--- config.mk ---
export PLATFORM = sky130hd
export DESIGN_NAME = pareto_frontier_table_core
export DESIGN_NICKNAME = d
export VERILOG_FILES = /design/src/design/pft_pkg.sv /design/src/design/pft_ram.sv /design/src/design/pareto_frontier_table_core.sv
export SDC_FILE = /design/constraint.sdc
export NUM_CORES = 2
export LEC_CHECK = 0
export BUFFER_PORTS_ARGS = -buffer_cell sky130_fd_sc_hd__buf_2
export CORE_ASPECT_RATIO = 1.25
export CORE_MARGIN = 3
export CORE_UTILIZATION = 61
export CTS_BUF_LIST = sky130_fd_sc_hd__clkbuf_4
export DETAILED_ROUTE_END_ITERATION = 12
export PLACE_DENSITY = 0.82
export SLEW_MARGIN = 20
export SYNTH_ARGS = -nofsm -noshare
export SYNTH_HDL_FRONTEND = slang
export SYNTH_HIERARCHICAL = 1
export SYNTH_SLANG_ARGS = --single-unit
--- constraint.sdc ---
create_clock -name clk -period 8.8 [get_ports clk]
set_input_delay 1.76 -clock clk [delete_from_list [all_inputs] [get_ports clk]]
set_output_delay 1.76 -clock clk [all_outputs]
set_load 0.05 [all_outputs]
--- src/design/pft_pkg.sv ---
`default_nettype none
package pft_pkg;
  localparam int FRONT_DEPTH = 64;
  localparam int AW = $clog2(FRONT_DEPTH);
  localparam int CW = $clog2(FRONT_DEPTH + 1);

  typedef enum logic [2:0] {
    ST_IDLE,
    ST_SCAN,
    ST_COMPACT,
    ST_READ,
    ST_OUT
  } state_t;

  typedef struct packed {
    logic        we;
    logic [AW-1:0] waddr;
    logic [63:0] wdata;
    logic [AW-1:0] raddr;
  } mem_req_t;
endpackage
`default_nettype wire

--- src/design/pft_ram.sv ---
`default_nettype none
module pft_ram
  import pft_pkg::*;
(
  input  wire logic        clk,
  input  wire mem_req_t    req,
  output logic [63:0]      rdata
);
  logic [63:0] mem [FRONT_DEPTH];

  always_ff @(posedge clk) begin
    if (req.we) begin
      mem[req.waddr] <= req.wdata;
    end
    rdata <= mem[req.raddr];
  end
endmodule
`default_nettype wire

--- src/design/pareto_frontier_table_core.sv ---
`default_nettype none
// Pareto frontier table: keeps non-dominated (time, fuel) points, both
// minimized, sorted by rising time in one 64-bit wide synchronous RAM.
// Input request on in_*: tdata holds point_time, point_fuel, read_index and
// from_tail from the low bit up; tuser = cmd (0 insert, 1 read).
// One result per request on out_*.
// Insert: a scan pass reads every entry once and checks dominance both
// ways; if the point stays, a compaction pass rereads the table, drops
// dominated entries and writes the rest plus the new point in place,
// lower addresses first. A dropped or refused point skips compaction.
// Read: one RAM read, none when the index is out of range.
// One request at a time: in_tready is low while a request is at work or
// its result waits in the output register, so a new request is taken
// only once the last result has left. A stalled receiver holds the
// result and blocks new requests. Reset empties the table and clears
// the seen counter; RAM contents need no clearing as only live entries
// are read.
module pareto_frontier_table_core
  import pft_pkg::*;
(
  input  wire logic        clk,
  input  wire logic        rst_n,
  input  wire logic        in_tvalid,
  output logic             in_tready,
  // point_time[31:0], point_fuel[63:32], read_index[69:64], from_tail[70]
  input  wire logic [71:0] in_tdata,
  // cmd
  input  wire logic        in_tuser,
  output logic             out_tvalid,
  input  wire logic        out_tready,
  // accepted[0], overflow[1], frontier_size[8:2], points_seen[40:9],
  // entry_valid[41], entry_time[73:42], entry_fuel[105:74]
  output logic [111:0]     out_tdata
);
  state_t st_r, st_nxt;
  logic [31:0] t_r, f_r, seen_r;
  logic [5:0]  idx_r;
  logic        tail_r;
  logic [CW-1:0] cnt_r, cnt_nxt;
  logic [CW:0]   i_r, i_nxt;          // read pointer (issue)
  logic [CW-1:0] w_r, w_nxt;          // write pointer
  logic        vld_r, vld_nxt;        // rdata holds entry i_r-1 in scan and compaction
  logic        dom_r, dom_nxt, kill_r, kill_nxt, ins_r, ins_nxt;
  logic        acc_r, acc_nxt, ovf_r, ovf_nxt, ev_r, ev_nxt;
  logic [31:0] et_r, et_nxt, ef_r, ef_nxt;
  logic [63:0] held_r, held_nxt;      // displaced entry during compaction
  logic        hv_r, hv_nxt;
  mem_req_t    req;
  logic [63:0] rdata;
  logic [31:0] rt, rf;
  logic        rd_dom, rd_kill;

  pft_ram u_ram (.clk(clk), .req(req), .rdata(rdata));

  assign rt = rdata[31:0];
  assign rf = rdata[63:32];
  assign rd_dom  = (rt <= t_r) && (rf <= f_r);
  assign rd_kill = (t_r <= rt) && (f_r <= rf);
  assign in_tready = (st_r == ST_IDLE);

  always_comb begin
    st_nxt = st_r;
    unique case (st_r)
      ST_IDLE:    if (in_tvalid) st_nxt = in_tuser ? ST_READ : ST_SCAN;
      ST_SCAN:    if (!vld_r && !(i_r < {1'b0, cnt_r})) st_nxt = (dom_r || (!kill_r &&
                      cnt_r == CW'(FRONT_DEPTH))) ? ST_OUT : ST_COMPACT;
      ST_COMPACT: if (!vld_r && !hv_r && ins_r && i_r != '0) st_nxt = ST_OUT;
      ST_READ:    if (!vld_r && i_r != '0) st_nxt = ST_OUT;
      ST_OUT:     if (out_tready) st_nxt = ST_IDLE;
      default:    st_nxt = ST_IDLE;
    endcase
  end

  always_comb begin
    logic [CW:0] p;
    logic [63:0] nd;
    p = '0;
    nd = '0;
    req = '0;
    i_nxt = i_r; w_nxt = w_r; vld_nxt = 1'b0; cnt_nxt = cnt_r;
    dom_nxt = dom_r; kill_nxt = kill_r; ins_nxt = ins_r;
    acc_nxt = acc_r; ovf_nxt = ovf_r; ev_nxt = ev_r; et_nxt = et_r; ef_nxt = ef_r;
    held_nxt = held_r; hv_nxt = hv_r;
    unique case (st_r)
      ST_IDLE: begin
        i_nxt = '0; w_nxt = '0; dom_nxt = 1'b0; kill_nxt = 1'b0; ins_nxt = 1'b0;
        acc_nxt = 1'b0; ovf_nxt = 1'b0; ev_nxt = 1'b0; et_nxt = '0; ef_nxt = '0;
        hv_nxt = 1'b0;
      end
      ST_SCAN: begin
        if (vld_r) begin
          if (rd_dom) dom_nxt = 1'b1;
          if (rd_kill) kill_nxt = 1'b1;
        end
        if (i_r < {1'b0, cnt_r}) begin
          req.raddr = i_r[AW-1:0];
          vld_nxt = 1'b1;
          i_nxt = i_r + 1'b1;
        end else if (!vld_r) begin
          i_nxt = '0;
          if (dom_r) begin
          end else if (!kill_r && cnt_r == CW'(FRONT_DEPTH)) ovf_nxt = 1'b1;
        end
      end
      ST_COMPACT: begin
        // stream: survivors and new point written at w, held entry buffers
        // the one that would be overwritten before it was read (w <= i-1).
        if (vld_r) begin
          if (!rd_kill) begin
            nd = rdata;
            if (!ins_r && rt > t_r) begin
              req.we = 1'b1; req.waddr = w_r[AW-1:0]; req.wdata = {f_r, t_r};
              ins_nxt = 1'b1; held_nxt = rdata; hv_nxt = 1'b1;
              w_nxt = w_r + 1'b1;
            end else if (hv_r) begin
              req.we = 1'b1; req.waddr = w_r[AW-1:0]; req.wdata = held_r;
              held_nxt = nd; w_nxt = w_r + 1'b1;
            end else begin
              req.we = 1'b1; req.waddr = w_r[AW-1:0]; req.wdata = nd;
              w_nxt = w_r + 1'b1;
            end
          end
        end else if (!(i_r < {1'b0, cnt_r}) && i_r != '0) begin
          if (hv_r) begin
            req.we = 1'b1; req.waddr = w_r[AW-1:0]; req.wdata = held_r;
            hv_nxt = 1'b0; w_nxt = w_r + 1'b1;
          end else if (!ins_r) begin
            req.we = 1'b1; req.waddr = w_r[AW-1:0]; req.wdata = {f_r, t_r};
            ins_nxt = 1'b1; w_nxt = w_r + 1'b1;
          end else begin
            cnt_nxt = w_r; acc_nxt = 1'b1;
          end
        end
        if (i_r < {1'b0, cnt_r}) begin
          req.raddr = i_r[AW-1:0];
          vld_nxt = 1'b1;
          i_nxt = i_r + 1'b1;
        end else if (i_r == '0) begin
          i_nxt = i_r + 1'b1;
        end
      end
      ST_READ: begin
        if (vld_r) begin
          ev_nxt = 1'b1; et_nxt = rt; ef_nxt = rf;
        end
        if (i_r == '0) begin
          i_nxt = i_r + 1'b1;
          if ({1'b0, idx_r} < cnt_r) begin
            p = tail_r ? ((CW+1)'(cnt_r) - 1'b1 - (CW+1)'(idx_r)) : (CW+1)'(idx_r);
            req.raddr = p[AW-1:0];
            vld_nxt = 1'b1;
          end
        end
      end
      ST_OUT: ;
      default: ;
    endcase
  end

  always_ff @(posedge clk) begin
    if (!rst_n) begin
      st_r <= ST_IDLE; cnt_r <= '0; seen_r <= '0; vld_r <= 1'b0;
      i_r <= '0; hv_r <= 1'b0;
    end else begin
      st_r <= st_nxt; cnt_r <= cnt_nxt; vld_r <= vld_nxt; i_r <= i_nxt;
      hv_r <= hv_nxt;
      if (in_tvalid && in_tready && !in_tuser && seen_r != '1) seen_r <= seen_r + 1'b1;
    end
  end

  always_ff @(posedge clk) begin
    if (in_tvalid && in_tready) begin
      t_r <= in_tdata[31:0]; f_r <= in_tdata[63:32];
      idx_r <= in_tdata[69:64]; tail_r <= in_tdata[70];
    end
    w_r <= w_nxt; dom_r <= dom_nxt; kill_r <= kill_nxt; ins_r <= ins_nxt;
    acc_r <= acc_nxt; ovf_r <= ovf_nxt; ev_r <= ev_nxt; et_r <= et_nxt;
    ef_r <= ef_nxt; held_r <= held_nxt;
  end

  assign out_tvalid = (st_r == ST_OUT);
  assign out_tdata = {6'b0, ef_r, et_r, ev_r, seen_r, 7'(cnt_r), ovf_r, acc_r};

`ifndef SYNTHESIS
  a_cnt_max: assert property (@(posedge clk) disable iff (!rst_n)
    cnt_r <= CW'(FRONT_DEPTH)) else $error("count beyond depth");
  a_acc_ovf: assert property (@(posedge clk) disable iff (!rst_n)
    out_tvalid |-> !(acc_r && ovf_r)) else $error("accepted with overflow");
  a_ready: assert property (@(posedge clk) disable iff (!rst_n)
    out_tvalid |-> !in_tready) else $error("request taken while result waits");
  a_cnt_hold: assert property (@(posedge clk) disable iff (!rst_n)
    (st_r == ST_READ) |=> $stable(cnt_r)) else $error("read changed count");
`endif
endmodule
`default_nettype wire

* Word-level counts from Yosys, hierarchy flattened
Memories as Yosys holds them, arrays and structs flattened. A register that Yosys moved wholly into a read port is not among the register bits.
Index checks and enable logic that the tools add are counted.
** Word-level totals
- Logic and storage cells :: 177
- Output and inout port bits :: 114
- Memories :: 1
- Input bits :: 77
- Flip-flop bits (word level) :: 264
- Bits in writable memories :: 4096
** Operators by class
- $add $sub $neg :: 5
- Mux-type cells :: 71
- Bitwise operators :: 3
- Order comparisons :: 7
- Equality and inequality tests :: 29
- Reduce and logical (&&, ||, !) cells :: 41
** Memories
- u_ram.mem :: words 64, width 64, rd ports 1, clocked after Yosys merged registers in 1, write ports 1, RTL line pft_ram.sv:9 : logic [63:0] mem [FRONT_DEPTH];
** Operators by type and width (number)
- 2-to-1 mux 71 bit :: 6
- 2-to-1 mux 64 bit :: 4
- <= comparator 32 bit :: 4
- one-hot mux 32 bit (2 select lines) :: 2
- 2-to-1 mux 32 bit :: 2
- 2-to-1 mux 7 bit :: 5
- adder 32 x 1 -> 32 bit, second input constant :: 1
- > comparator 32 bit :: 1
- 2-to-1 mux 8 bit :: 4
- inequality test 2 bit, second input constant :: 16
- inequality test 32 bit, second input constant :: 1
- one-hot mux 8 bit (4 select lines) :: 1
- 2-to-1 mux 1 bit :: 25
- AND reduction 5 bit :: 5
- 2-to-1 mux 6 bit :: 4
- 2-to-1 mux 3 bit :: 6
- one-hot mux 1 bit (2 select lines) :: 8
- inequality test 3 bit, second input constant :: 5
- one-hot mux 3 bit (5 select lines) :: 1
- one-hot mux 7 bit (2 select lines) :: 1
- logical AND 1 bit :: 13
- one-hot mux 6 bit (2 select lines) :: 1
- AND reduction 4 bit :: 3
- adder 8 x 1 -> 8 bit, second input constant :: 1
- other kinds (23) :: 36

* Logic depth before layout (Yosys ltp)
- Depth after elaboration :: 8
- Gate-level depth with buffers :: 20
- Gate-level depth less buffers :: 14

* Hierarchy
Netlist, hierarchy kept.
** By module, submodules not included
- pft_ram :: area each 156888.0 um^2, cells each 6812, seq. area each 124279.2 um^2, times used 1
- pareto_frontier_table_core :: area each 14445.1 um^2, cells each 1305, seq. area each 7407.1 um^2, times used 1

* Worst setup path after synthesis
OpenSTA, ideal clock, no wires.
- Path type :: register to register
- From :: reg cnt_r[6]
- To :: mem u_ram.mem[48][0] (enable)
- Library setup time :: 0.565 ns
- Data arrival time :: 7.463 ns
- Buffers on the path :: 1
- Cell stages (with the launch flop) :: 12
- Period minus slack after synthesis :: 8.027 ns
- Setup slack :: 0.773 ns
- Path through :: dfxtp_1 > inv_1 > ha_1 > and3_1 > a2111oi_1 > o21ai_1 > and2_1 > nand2_1 > a21boi_0 > clkbuf_1 > or3_1 > nor3_1
** RTL lines
- start, declared :: RTL line pareto_frontier_table_core.sv:39 : logic [CW-1:0] cnt_r, cnt_nxt;
- start signal, assigned :: RTL line pareto_frontier_table_core.sv:165 : st_r <= st_nxt; cnt_r <= cnt_nxt; vld_r <= vld_nxt; i_r <= i_nxt;
- end, declared :: RTL line pft_ram.sv:9

==> flow_summary.yaml <==
drt:
  via_count: 93240
  firstDrtPassIters: 6
  routed_wirelength_um: 453800
  drcViolationCount: 0
  wl_met3_um: 67970
  highest_layer: "met5"
  drtAntennaViolNets: 0
  drt_iter0_drc: 15440
  route.met2.wl_um: 221200
  route.detailed.wl_per_inst_um: 33.66
  viasPerCell: 6.917
  drt-met1-wl_um: 140500
sta:
  finalSetupTns_ps: 0
  fmax_mhz: 147.4
  fin_crit_sh: 0.7710
  finalClockSkew_ps: 124.3
  setup_viol: 0
  slew_headroom: 0.1593
  fin_ws_ps: 2015
  hold_viol: 0
  tightestPinTransition_ps: 1254
  rsz0062_at_grt: "no"
  slew_violations: 0
  fin_hold_ws_ps: 461.0
  fin_crit_ps: 6785
floorplanning:
  fp-row-count: 216
  initial_utilization: 0.6155
  die-area_um2: 287300
  die_x_um: 480.0
  dieHeight_um: 598.5
  io_pins: 191
  core_um2: 278400
synthesis:
  seq_area_frac_synth: 0.7686
  syn-instance-count: 8117
  syn_area_um2: 171300
  avgSynthCellArea_um2: 21.11
  ys_seq_elements: 4424
  ys.flop_type: "edfxtp_1"
  yosysUniqueCellTypes: 77
  ys_warn_count: 6
  async_flop_share: 0
  synth_edf_count: 4308
status:
  run_status: "finished, final reports clean"
finish:
  mostFrequentLayoutCell: "edfxtp_1"
  stdcell_area_um2: 190700
  post-route-util: 0.6850
  fin_cells: 13480
  fillCellCount: 15860
  syn2layout_area_growth_pct: 11.29
  nNetsFinal: 9202
  drive_above_1_share: 0.3170
  final_cell_mix: "edfxtp_1 (4308), clkbuf_4 (1333), mux4_2 (1024)"
cts:
  cts.reportedPaths.clkPinSlew_ps: 70
  hold_buffers: 0
  cts_sinks: 4424
  cts-resized-gates: 0
  clockBufferDepth: 4
  htree_levels: 6
  clk_latency_ps: 1460
  cts_tree: "done"
  root_buffer: "clkbuf_4"
  post_cts_buffers: 0
  cts_buffers: 930
setup_path:
  start_kind: "flop"
  cp_data_required_time_ps: 9830
  critPathArrivalTime_ps: 7820
  worstPathMaxFanout: 39
  worstSetupPathType: "reg -> reg"
  end_kind: "flop"
power_and_ir_drop:
  finalPower_mw: 42.23
  p_leak_nw: 54.74
  irDropWorstVdd_uv: 164.8
  p_per_area_nw_per_um2: 221.5
global_route:
  grt_pass1_wl_um: 646100
  antenna_found_initial: 29
  grt_usage: 0.3115
  grt-ovfl-total: 0
  grt_pass1_vias: 95050
  grt_max_degree: 116
hold_path:
  hold_class: "reg -> reg"
placed_design:
  pre_cts_ws_ps: 2377
  dp_hpwl_um: 243600
  gp_congestion: 0.9111
  place_inst: 11810
  placed_cell_area_um2: 178900
  io_buffer_count: 183
flow_run:
  maxCapViolCount: 0
-- area by class of cell --
cell class	instances	area [um^2]	area share
Tap cell	3706	4637	0.02432
Clock buffer	1333	10010	0.05248
Sequential cell	4424	131700	0.6906
Multi-Input combinational cell	3130	38390	0.2013
Clock inverter	317	1538	0.008065
Timing Repair Buffer	458	4018	0.02107
Inverter	96	360.3	0.001890
Antenna cell	16	40.04	0.0002100
-- routing by layer --
layer / track usage / up-vias
li1: - / 36440
met5: 0 / -
met2: 0.5015 / 8488
met4: 0.1406 / 26
met1: 0.4055 / 46730
met3: 0.08122 / 1558
-- flip-flops by register name, summed over array words and instances, names as in the netlist, 3 cells and up --
signal       count
ef_r            32
seen_r          32
u_ram/rdata     64
st_r             3
et_r            32
i_r              8
t_r             32
idx_r            6
held_r          64
f_r             32
w_r              7
u_ram/mem     4096
cnt_r            7
-- logic make-up (layout without fill, tap and decap cells) --
logic type               Yosys count  after routing  synth area share
AND/OR/NAND/NOR                 1024           1024           0.02936
XOR/XNOR                          36             36          0.001840
flip-flops                      4424           4424            0.7686
other                              1             22        0.00002189
AO/OA/AOI/OAI                    696            696           0.02757
multiplexers                    1283           1283            0.1500
adder cells (fa/ha/maj)           85             85          0.006251
buffers and inverters            568           2204           0.01639
-- final timing paths --
kind / from / to / slack, ps / cells past startpoint
worst max register to register: cnt_r[1] / u_ram/mem[63][49] / 2020 / 11
worst max-delay path: cnt_r[1] / u_ram/mem[63][49] / 2020 / 11
worst min-delay path: u_ram/rdata[61] / held_r[61] / 460 / 0
worst min register to register: u_ram/rdata[61] / held_r[61] / 460 / 0
-- cell usage after synthesis, types with 3 or more instances --
master / instances / area (um^2)
buf_2: 162 / 810.8
o211ai_1: 4 / 30.03
or2_2: 10 / 62.56
o21ai_0: 57 / 285.3
o22ai_1: 144 / 900.9
o221ai_1: 29 / 254.0
o21ai_1: 47 / 235.2
nor2_1: 183 / 686.9
ha_1: 84 / 1051
nand2b_1: 13 / 81.33
a21o_1: 7 / 52.55
o31ai_1: 4 / 30.03
nor3_1: 20 / 100.1
nand3b_1: 6 / 45.04
buf_1: 21 / 78.83
edfxtp_1: 4308 / 129400
inv_1: 95 / 356.6
or4b_1: 3 / 30.03
mux2i_1: 227 / 2272
a2111oi_0: 3 / 26.28
buf_6: 39 / 439.2
nor2b_1: 26 / 162.7
o21a_1: 55 / 412.9
a21boi_0: 38 / 285.3
a22oi_1: 162 / 1216
and4_1: 3 / 26.28
xor2_1: 14 / 122.6
nand2_1: 277 / 1040
nor4_1: 9 / 56.30
or3_1: 60 / 375.4
mux2_2: 32 / 360.4
and2_1: 6 / 37.54
nand3_1: 208 / 1041
and3_1: 87 / 544.3
dfxtp_1: 116 / 2322
a211oi_1: 22 / 165.2
clkbuf_1: 202 / 758.2
a21oi_1: 47 / 235.2
nand4_1: 103 / 644.4
a31oi_1: 48 / 300.3
buf_4: 48 / 360.4
mux4_2: 1024 / 23060
xnor2_1: 22 / 192.7
-- worst max-delay path, stage by stage, from the launching register on --
cell	delay, ps
dfxtp_1	490
inv_1	120
ha_1	290
a21o_1	100
a21oi_1	100
o21ai_1	680
and2_1	410
nand2_1	340
a21boi_0	890
nand4_1	910
nor2_4	1170
buf_4	740
-- where the power goes --
part / internal [mW] / switching (mW) / leakage, nW
registers: 23.5 / 0.288 / 36.0
clock network: 7.24 / 7.74 / 6.86
logic: 0.971 / 2.50 / 11.9
Power figures use the tool's default switching activity.
